## config.mk

```make
export PLATFORM = sky130hd
export DESIGN_NAME = calibrated_tick_timekeeper
export DESIGN_NICKNAME = d
export VERILOG_FILES = /design/src/rtl/core/ctt_pkg.sv /design/src/rtl/core/ctt_ingress.sv /design/src/rtl/core/ctt_state_core.sv /design/src/rtl/core/ctt_egress.sv /design/src/rtl/core/calibrated_tick_timekeeper.sv
export SDC_FILE = /design/constraint.sdc
export NUM_CORES = 1
export LEC_CHECK = 0
export BUFFER_PORTS_ARGS = -buffer_cell sky130_fd_sc_hd__buf_4
export CAP_MARGIN = 20
export CORE_MARGIN = 5
export CORE_UTILIZATION = 45
export DETAILED_ROUTE_END_ITERATION = 10
export PLACE_DENSITY = 0.62
export SLEW_MARGIN = 25
export SYNTH_ARGS = -nofsm -noshare
export SYNTH_HDL_FRONTEND = slang
export SYNTH_SLANG_ARGS = --single-unit
```

## constraint.sdc

```tcl
create_clock -name clock -period 5.2 [get_ports clock]
set_input_delay 0.52 -clock clock [delete_from_list [all_inputs] [get_ports clock]]
set_output_delay 0.52 -clock clock [all_outputs]
set_load 0.1 [all_outputs]
```

## src/rtl/core/ctt_pkg.sv

```systemverilog
package ctt_pkg;

   // Field widths
   localparam int unsigned CaptureW  = 16;
   localparam int unsigned SecondsW  = 17;
   localparam int unsigned MinutesW  = 12;
   localparam int unsigned TickW     = 18;
   localparam int unsigned IdleW     = 16;
   localparam int unsigned MeasW     = 8;
   localparam int unsigned AccW      = 32;
   localparam int unsigned SecShift  = 15;
   localparam int unsigned ReqDataW  = 16;
   localparam int unsigned RspDataW  = 72;

   // Measurement ticks before recalibration
   localparam logic [MeasW-1:0] MEAS_TICKS = 8'd2;

   // Tick length after reset: 3 s of 32768 Hz
   localparam logic [TickW-1:0] TICK_RESET = 18'd98304;
   // Offset added to a capture: one count plus the 16-bit wrap
   localparam logic [TickW-1:0] TICK_OFFSET = 18'd65537;

   // seconds / 60 as (seconds * MIN_RECIP) >> MIN_SHIFT, exact for 17-bit seconds
   localparam int unsigned RecipW = 18;
   localparam logic [RecipW-1:0] MIN_RECIP = 18'd139811;
   localparam int unsigned MinShift = 23;
   localparam int unsigned ProdW = SecondsW + RecipW;

   typedef struct packed {
      logic                meas_mode;
      logic [CaptureW-1:0] capture_count;
   } req_item_type;

   typedef struct packed {
      logic [SecondsW-1:0] seconds;
      logic [TickW-1:0]    tick_length;
      logic [IdleW-1:0]    idle_ticks;
      logic [MeasW-1:0]    meas_ticks;
   } mid_item_type;

endpackage

```

## src/rtl/core/ctt_ingress.sv

```systemverilog
module ctt_ingress import ctt_pkg::*; (
   input  logic                clock,
   input  logic                reset,
   input  logic                req_tvalid,
   output logic                req_tready,
   input  logic                req_tuser,   // [0] meas_mode
   input  logic [ReqDataW-1:0] req_tdata,   // [15:0] capture_count
   output logic                item_valid,
   output req_item_type        item,
   input  logic                item_ready
);

   logic         valid_ff, valid_in;
   req_item_type item_ff;

   assign req_tready = !valid_ff || item_ready;

   always_comb begin
      valid_in = valid_ff;
      if (req_tready) begin
         valid_in = req_tvalid;
      end
   end

   always_ff @(posedge clock) begin
      if (reset) begin
         valid_ff <= 1'b0;
      end else begin
         valid_ff <= valid_in;
      end
   end

   always_ff @(posedge clock) begin
      if (req_tvalid && req_tready) begin
         item_ff.meas_mode     <= req_tuser;
         item_ff.capture_count <= req_tdata[CaptureW-1:0];
      end
   end

   assign item_valid = valid_ff;
   assign item       = item_ff;

endmodule

```

## src/rtl/core/ctt_state_core.sv

```systemverilog
module ctt_state_core import ctt_pkg::*; (
   input  logic         clock,
   input  logic         reset,
   input  logic         item_valid,
   input  req_item_type item,
   output logic         item_ready,
   output logic         mid_valid,
   output mid_item_type mid,
   input  logic         mid_ready
);

   logic [AccW-1:0]  acc_ff,  acc_in;
   logic [TickW-1:0] tick_ff, tick_in;
   logic [MeasW-1:0] meas_ff, meas_in;
   logic [IdleW-1:0] idle_ff, idle_in;
   logic             mid_valid_ff, mid_valid_in;
   mid_item_type     mid_ff,  mid_in;
   logic             take;

   assign item_ready = !mid_valid_ff || mid_ready;
   assign take       = item_valid && item_ready;

   always_comb begin
      meas_in = meas_ff;
      idle_in = idle_ff;
      tick_in = tick_ff;
      if (item.meas_mode) begin
         idle_in = '0;
         // Saturated counter never re-triggers calibration
         if (meas_ff != '1) begin
            meas_in = meas_ff + 1'b1;
            if (meas_in == MEAS_TICKS) begin
               tick_in = TickW'(item.capture_count) + TICK_OFFSET;
            end
         end
      end else begin
         meas_in = '0;
         if (idle_ff != '1) begin
            idle_in = idle_ff + 1'b1;
         end
      end
      acc_in = acc_ff + AccW'(tick_in);

      mid_in.seconds     = acc_in[SecShift +: SecondsW];
      mid_in.tick_length = tick_in;
      mid_in.idle_ticks  = idle_in;
      mid_in.meas_ticks  = meas_in;

      mid_valid_in = mid_valid_ff;
      if (item_ready) begin
         mid_valid_in = item_valid;
      end
   end

   always_ff @(posedge clock) begin
      if (reset) begin
         acc_ff       <= '0;
         tick_ff      <= TICK_RESET;
         meas_ff      <= '0;
         idle_ff      <= '0;
         mid_valid_ff <= 1'b0;
      end else begin
         mid_valid_ff <= mid_valid_in;
         if (take) begin
            acc_ff  <= acc_in;
            tick_ff <= tick_in;
            meas_ff <= meas_in;
            idle_ff <= idle_in;
         end
      end
   end

   always_ff @(posedge clock) begin
      if (take) begin
         mid_ff <= mid_in;
      end
   end

   assign mid_valid = mid_valid_ff;
   assign mid       = mid_ff;

endmodule

```

## src/rtl/core/ctt_egress.sv

```systemverilog
module ctt_egress import ctt_pkg::*; (
   input  logic                clock,
   input  logic                reset,
   input  logic                mid_valid,
   input  mid_item_type        mid,
   output logic                mid_ready,
   output logic                rsp_tvalid,
   input  logic                rsp_tready,
   output logic [RspDataW-1:0] rsp_tdata
);

   logic [ProdW-1:0]    prod;
   logic [MinutesW-1:0] minutes;
   logic                out_valid_ff, out_valid_in;
   logic [RspDataW-1:0] data_ff, data_in;

   assign mid_ready = !out_valid_ff || rsp_tready;

   // Divide by 60 through the reciprocal
   assign prod    = ProdW'(mid.seconds) * ProdW'(MIN_RECIP);
   assign minutes = prod[MinShift +: MinutesW];

   always_comb begin
      data_in = {mid.meas_ticks, mid.idle_ticks, mid.tick_length,
                 !minutes[0], minutes, mid.seconds};
      out_valid_in = out_valid_ff;
      if (mid_ready) begin
         out_valid_in = mid_valid;
      end
   end

   always_ff @(posedge clock) begin
      if (reset) begin
         out_valid_ff <= 1'b0;
      end else begin
         out_valid_ff <= out_valid_in;
      end
   end

   always_ff @(posedge clock) begin
      if (mid_valid && mid_ready) begin
         data_ff <= data_in;
      end
   end

   assign rsp_tvalid = out_valid_ff;
   assign rsp_tdata  = data_ff;

endmodule

```

## src/rtl/core/calibrated_tick_timekeeper.sv

```systemverilog
// Calibrated tick timekeeper.
// Each transaction on the req_ channel is one tick of the low-power RTC:
// req_tuser carries the measurement-mode flag, req_tdata the 16-bit crystal
// capture. Each tick yields exactly one rsp_ transaction with seconds,
// minutes, LED level, tick length and the measurement/idle tick counters.
// The req transaction passes through an input register, the state update
// (counters, calibration, 32-bit accumulator) into a middle register, and
// the divide-by-60 multiply into the output register before the rsp
// transaction. One tick is accepted per cycle while rsp_tready stays high;
// the state update (accumulator add, counters, tick length) is the only
// loop and closes through the state registers.
// Reset clears the accumulator and counters and sets the tick length to
// 3 s (98304 units); all stages come out empty.
// When rsp_tready is low the output register holds its transaction, and
// the two stages in front keep accepting until they are full, after which
// req_tready drops.
module calibrated_tick_timekeeper import ctt_pkg::*; (
   input  logic                clock,
   input  logic                reset,
   input  logic                req_tvalid,
   output logic                req_tready,
   input  logic                req_tuser,   // [0] meas_mode
   input  logic [ReqDataW-1:0] req_tdata,   // [15:0] capture_count
   output logic                rsp_tvalid,
   input  logic                rsp_tready,
   // [16:0] seconds, [28:17] minutes, [29] led_on, [47:30] tick_length,
   // [63:48] idle_ticks, [71:64] meas_ticks
   output logic [RspDataW-1:0] rsp_tdata
);

   logic         item_valid, item_ready;
   req_item_type item;
   logic         mid_valid, mid_ready;
   mid_item_type mid;

   ctt_ingress u_ingress (
      .clock      (clock),
      .reset      (reset),
      .req_tvalid (req_tvalid),
      .req_tready (req_tready),
      .req_tuser  (req_tuser),
      .req_tdata  (req_tdata),
      .item_valid (item_valid),
      .item       (item),
      .item_ready (item_ready)
   );

   ctt_state_core u_state_core (
      .clock      (clock),
      .reset      (reset),
      .item_valid (item_valid),
      .item       (item),
      .item_ready (item_ready),
      .mid_valid  (mid_valid),
      .mid        (mid),
      .mid_ready  (mid_ready)
   );

   ctt_egress u_egress (
      .clock      (clock),
      .reset      (reset),
      .mid_valid  (mid_valid),
      .mid        (mid),
      .mid_ready  (mid_ready),
      .rsp_tvalid (rsp_tvalid),
      .rsp_tready (rsp_tready),
      .rsp_tdata  (rsp_tdata)
   );

endmodule

```

Yosys cells after proc, flatten, opt, wreduce, memory -nomap -nowiden
Cells that the tools add are included.

storage, ports and cells
  register bits = 225
  latch bits = 0
  RAM bits = 0
  ROM bits = 0
  bits of input ports = 21
  output and inout port bits = 74
  word-level logic and storage cells = 39
  memories kept = 0

cells by class
  $add $sub $neg = 4
  multipliers = 1
  div/mod/pow operators = 0
  magnitude comparators = 0
  eq/ne operators = 3
  shift-type cells = 0
  multiplexer cells = 7
  bitwise logic cells = 0
  reductions and logical operators = 10

operators with widths
  kind                      number
  $mux W18                  3
  $mul A17 B18 Y35 const B  1
  $add A32 B18 Y32          1
  $mux W16                  2
  $add A16 B17 Y18 const B  1
  $add A16 B1 Y16 const B   1
  $mux W8                   2
  $ne A16 B16 Y1 const B    1
  $add A8 B1 Y8 const B     1
  $eq A8 B2 Y1 const B      1
  $ne A8 B8 Y1 const B      1
  $logic_not A1 Y1          4
  $logic_and A1 B1 Y1       3
  $logic_or A1 B1 Y1        3

Depth between registers and ports, before layout
  word-level depth = 6
  mapped depth = 20

Hierarchy
Synthesis repeated with hierarchy kept, for this count alone.

second synthesis, totals
  cells, all modules = 1264
  area total of the unflattened synthesis = 13435.4 um^2

by module, submodules not included
  module          instances  cells each  area each (um^2)  sequential area each (um^2)
  ctt_state_core  1          762         7171.9            3273.1
  ctt_egress      1          480         5698.0            2182.1
  ctt_ingress     1          22          565.5             530.5

Worst setup path after synthesis
No wires, ideal clock.

  path type = reg2reg
  from = reg u_state_core.mid_ff, in the netlist u_state_core.mid[57]
  to = reg u_egress.data_ff[21], in the netlist u_egress.rsp_tdata[21], data pin
  data arrival time = 4663 ps
  required time = 4942 ps
  setup slack = 280 ps
  cell stages (with the launch flop) = 19
  period minus slack after synthesis = 4920 ps
  cells stage by stage = edfxtp_1 > inv_1 > ha_1 > ha_1 > or2_2 > fa_1 > inv_1 > fa_1 > fa_1 > inv_1 > fa_1 > ha_1 > nand4_1 > nor3_1 > a31oi_1 > a31oi_1 > nor2b_1 > or3_1 > xnor2_1

between the ends
  cells in the longest elaborated chain, start to end = 1

RTL lines
  what                      RTL line              RTL
  start, declared           ctt_state_core.sv:17  mid_item_type mid_ff, mid_in;
  start signal, assigned    ctt_state_core.sv:75  mid_ff <= mid_in;
  $mul A17 B18 Y35          ctt_egress.sv:20      assign prod = ProdW'(mid.seconds) * ProdW'(MIN_RECIP);
  net u_egress.data_in[21]  ctt_egress.sv:15      logic [RspDataW-1:0] data_ff, data_in;
  end signal, assigned      ctt_egress.sv:42      data_ff <= data_in;
  end, declared             ctt_egress.sv:15

The timed path passes the listed nets, and every way through them passes these cells.
A chain may end at the register's enable or synchronous reset.

Worst setup path in the final report
  from = reg u_state_core.mid_ff, in the netlist u_state_core.mid[56]
  to = reg u_egress.data_ff[21], in the netlist u_egress.rsp_tdata[21], data pin

The elaborated chain is that of the path after synthesis.

==> summary.md <==
| Metric | Value |
|---|---|
| Number of remaining DRC errors | `0` |
| Hold Buf Count CTS | `0` |
| Clk slew on worst S/H paths | `0.06 ns` |
| Yosys top cell by area | `edfxtp_1` |
| Layout cells sized above 1 | `16.0%` |
| Async set or reset register ratio after synthesis | `0%` |
| Combinational share of power | `27.4%` |
| Max-cap violations | `0` |
| CTS root buffer | `clkbuf_16` |
| Relative slew margins | `39.5%` |
| Final hold viol count | `0` |
| Min cycle time layout | `5.02 ns` |
| Initial drt markers | `466` |
| Cell family with most CP delay | `adder cells` |
| CP required | `5.47 ns` |
| Largest net degree at the start of global routing | `81` |
| Final count of pins violating max slew | `0` |
| Die ar. | `31800 sq um` |
| Synth warn | `0` |
| Die Y | `178 microns` |
| Hold Path Class | `input pin to flip-flop` |
| Synth Flop Type | `edfxtp_1` |
| Row Count | `61` |
| IO Pins | `95` |
| Grt ovf | `0` |
| Via count | `8733` |
| Crit Path Category | `flip-flop to flip-flop` |
| Layout overhead on the synthesized area | `16.2%` |
| P_leak | `0.00614 uW` |
| Core area | `27900 sq um` |
| Clock latency on the worst-skew pair | `0.52 ns` |
| Yosys reg bits | `225` |
| Clock Power Share | `34.0%` |
| Mapped Area | `12800 sq um` |
| Power Internal | `3640 uW` |
| Gp weighted congestion | `0.770` |
| Critical path peak fanout | `5` |
| Top cells by area, synth | `edfxtp_1 (35%), ha_1 (14%), dfxtp_1 (12%), fa_1 (5.8%), a21oi_1 (3.3%)` |
| CTS tree | `done` |
| First-pass GRT wire length | `42900 microns` |
| Overall Global Routing Usage | `16.3%` |
| CTS Buf Count | `26` |
| Placed Instances | `1617` |
| Cell Pwr Density | `356 nW/um^2` |
| Overall Power | `5280 uW` |
| Vias in the first global route | `8855` |
| Arr. time, crit path | `5.29 ns` |
| Filler cell count | `2502` |
| NetSw | `1640 uW` |
| Reg power frac | `38.6%` |
| Crit. End Element | `flip-flop` |
| Syn nets | `1367` |
| Top cell type's share of synthesized area | `34.8%` |
| Number of enable flip-flop cells after synthesis | `148` |
| Slowest CP cell | `fa_1` |
| Worst-margin pin slew | `0.907 ns` |
| Wire per inst | `15.3 microns` |
| Final setup TNS | `0 ns` |
| WL final | `25500 microns` |
| Post-DP HPWL | `17800 microns` |
| Initial antenna violation count | `0` |
| Post-Synthesis Cells | `1170` |
| Max incr delay on CP | `0.54 ns` |
| Final ANT Viol Nets | `0` |
| DR pass1 iterations | `5` |
| Nets | `1465` |
| Status | `finished, final reports clean` |
| Fin crit share | `96.5%` |
| Clk_skew | `0.0200 ns` |
| Yosys cell types | `61` |
| PortBufs | `94` |
| Synthesized area per cell | `10.9 sq um` |
| Routed vias/inst | `5.24` |
| VDD IR-drop max | `216 uV` |
| Chip Width | `178 microns` |
| WP buf/inv | `4` |
| Clock Sinks | `225` |
| Fraction of the yosys area taken by sequential cells | `46.9%` |
| Max Root-Sink Buffers | `3` |
| Endpoints failing setup | `0` |
| Sw Ratio | `31.0%` |
| Worst path cell trace | `ha_1 > inv_1 > fa_1 > fa_1 > inv_1 > fa_1 > inv_1 > fa_1 > inv_1 > ha_1 > and3_4 > and4_4 > o211ai_1 > a31oi_2 > nor2b_1 > or3_1 > xnor2_1` |
| H-tree depth | `1` |
| CP Launch Type | `flip-flop` |
| Final Instance Count excl. Fillers | `1666` |
| Max Clock Freq | `199 MHz` |
| # diodes | `0` |
| Initial Util | `45.7%` |
==> layout make-up <==
| type | count | area (sq um) | area share [%] |
|---|---|---|---|
| clock inverters | 15 | 118 | 0.793 |
| flip-flops and latches | 225 | 5990 | 40.4 |
| multi-input cells | 797 | 6270 | 42.3 |
| inverters | 108 | 408 | 2.75 |
| well taps | 378 | 473 | 3.19 |
| clock buffers | 33 | 749 | 5.05 |
| repair buffers | 110 | 826 | 5.57 |
==> cells in the final DEF (no fill, tap or decap), types with 5 or more instances in the layout <==
master	count
mux2_2	20
inv_1	107
nand3_1	44
buf_4	110
nor3_1	22
and4_1	7
dfxtp_1	77
fa_1	37
ha_1	137
a21oi_1	82
nor2b_1	10
clkbuf_16	28
or3_1	8
a21o_1	17
o31ai_1	6
nand4_1	18
and2_1	7
xnor2_1	37
o21ai_0	27
a31oi_1	15
edfxtp_1	148
nor2_1	70
and3_1	25
a211oi_1	11
nand2_1	96
xor2_1	26
or4_1	6
o21a_1	6
a31o_2	5
==> through the flow <==
stage	worst slack (ns)	cell area (sq um)	hold WS (ns)	util [%]
finish	0.183	14800	0.167	53.1
global placement	0.197	13900	0.407	49.7
floorplan	0.280	12800	0.400	-
detailed placement	0.0813	13900	0.405	49.7
CTS	0.0731	14800	0.134	52.8
global route	-0.0372	14800	0.140	53.1
==> Yosys cell counts (6+ instances only) <==
cell and instances:
a211oi_1 12, a21o_1 17, a21oi_1 83, a31oi_1 17
and2_1 7, and3_1 26, and4_1 8, buf_1 8
clkbuf_1 22, dfxtp_1 77, edfxtp_1 148, fa_1 37
ha_1 139, inv_1 108, mux2_2 20, nand2_1 97
nand3_1 44, nand4_1 18, nor2_1 71, nor2b_1 11
nor3_1 23, o21a_1 6, o21ai_0 27, o31ai_1 6
or3_1 8, or4_1 6, xnor2_1 37, xor2_1 26
==> flip-flops by register name, indices dropped and copies added (netlist names) <==
name and count:
u_ingress.item 17, u_egress.rsp_tdata 72, u_state_core.meas_ff 8, u_state_core.mid 59, u_state_core.idle_ff 16, u_state_core.acc_ff 32, u_state_core.tick_ff 18, u_ingress.item_valid 1
u_state_core.mid_valid 1, u_egress.rsp_tvalid 1
==> final timing paths <==
check | slack, ns | end | from | cells after the start
worst max-delay path | 0.18 | u_egress.rsp_tdata[21] | u_state_core.mid[56] | 17
worst min-delay path | 0.17 | u_ingress.item[16] | req_tuser | 1
worst max register to register | 0.18 | u_egress.rsp_tdata[21] | u_state_core.mid[56] | 17
worst min register to register | 0.42 | u_egress.rsp_tdata[68] | u_state_core.mid[4] | 0
==> metal layers <==
metal,vias to the layer above,global-route usage [%],part of all wire [%]
met1,4209,21.2,45
met5,-,0,0
met3,29,2.44,3.4
li1,4363,-,-
met4,0,3.93,1.7
met2,132,28.8,49
==> power groups by stage <==
stage / combinational, uW / sequential (uW) / clock (uW)
6_report: 1450 / 2040 / 1800
2_1_floorplan: 896 / 2240 / 0
5_1_grt: 1660 / 2050 / 1930
4_1_cts: 1380 / 2040 / 1850
3_3_place_gp: 1340 / 2080 / 0
3_5_place_dp: 1360 / 2080 / 0
==> kinds of logic (layout without fill, tap and decap cells) <==
kind of cell / after synthesis / count (layout) / share of synthesized area (%)
AND/OR/NAND/NOR: 336 / 336 / 13.0
flip-flops: 225 / 225 / 46.9
AO/OA/AOI/OAI: 197 / 197 / 9.58
adder cells (fa/ha/maj): 176 / 176 / 19.4
buffers and inverters: 148 / 266 / 4.59
XOR/XNOR: 63 / 63 / 4.32
multiplexers: 25 / 25 / 2.20
==> timing repair <==
item	in CTS	in global routing
setup buffers	0	1
setup endpoints to repair	0	6
resized for setup	0	12
Note: power is estimated with default switching activity, not from simulation.
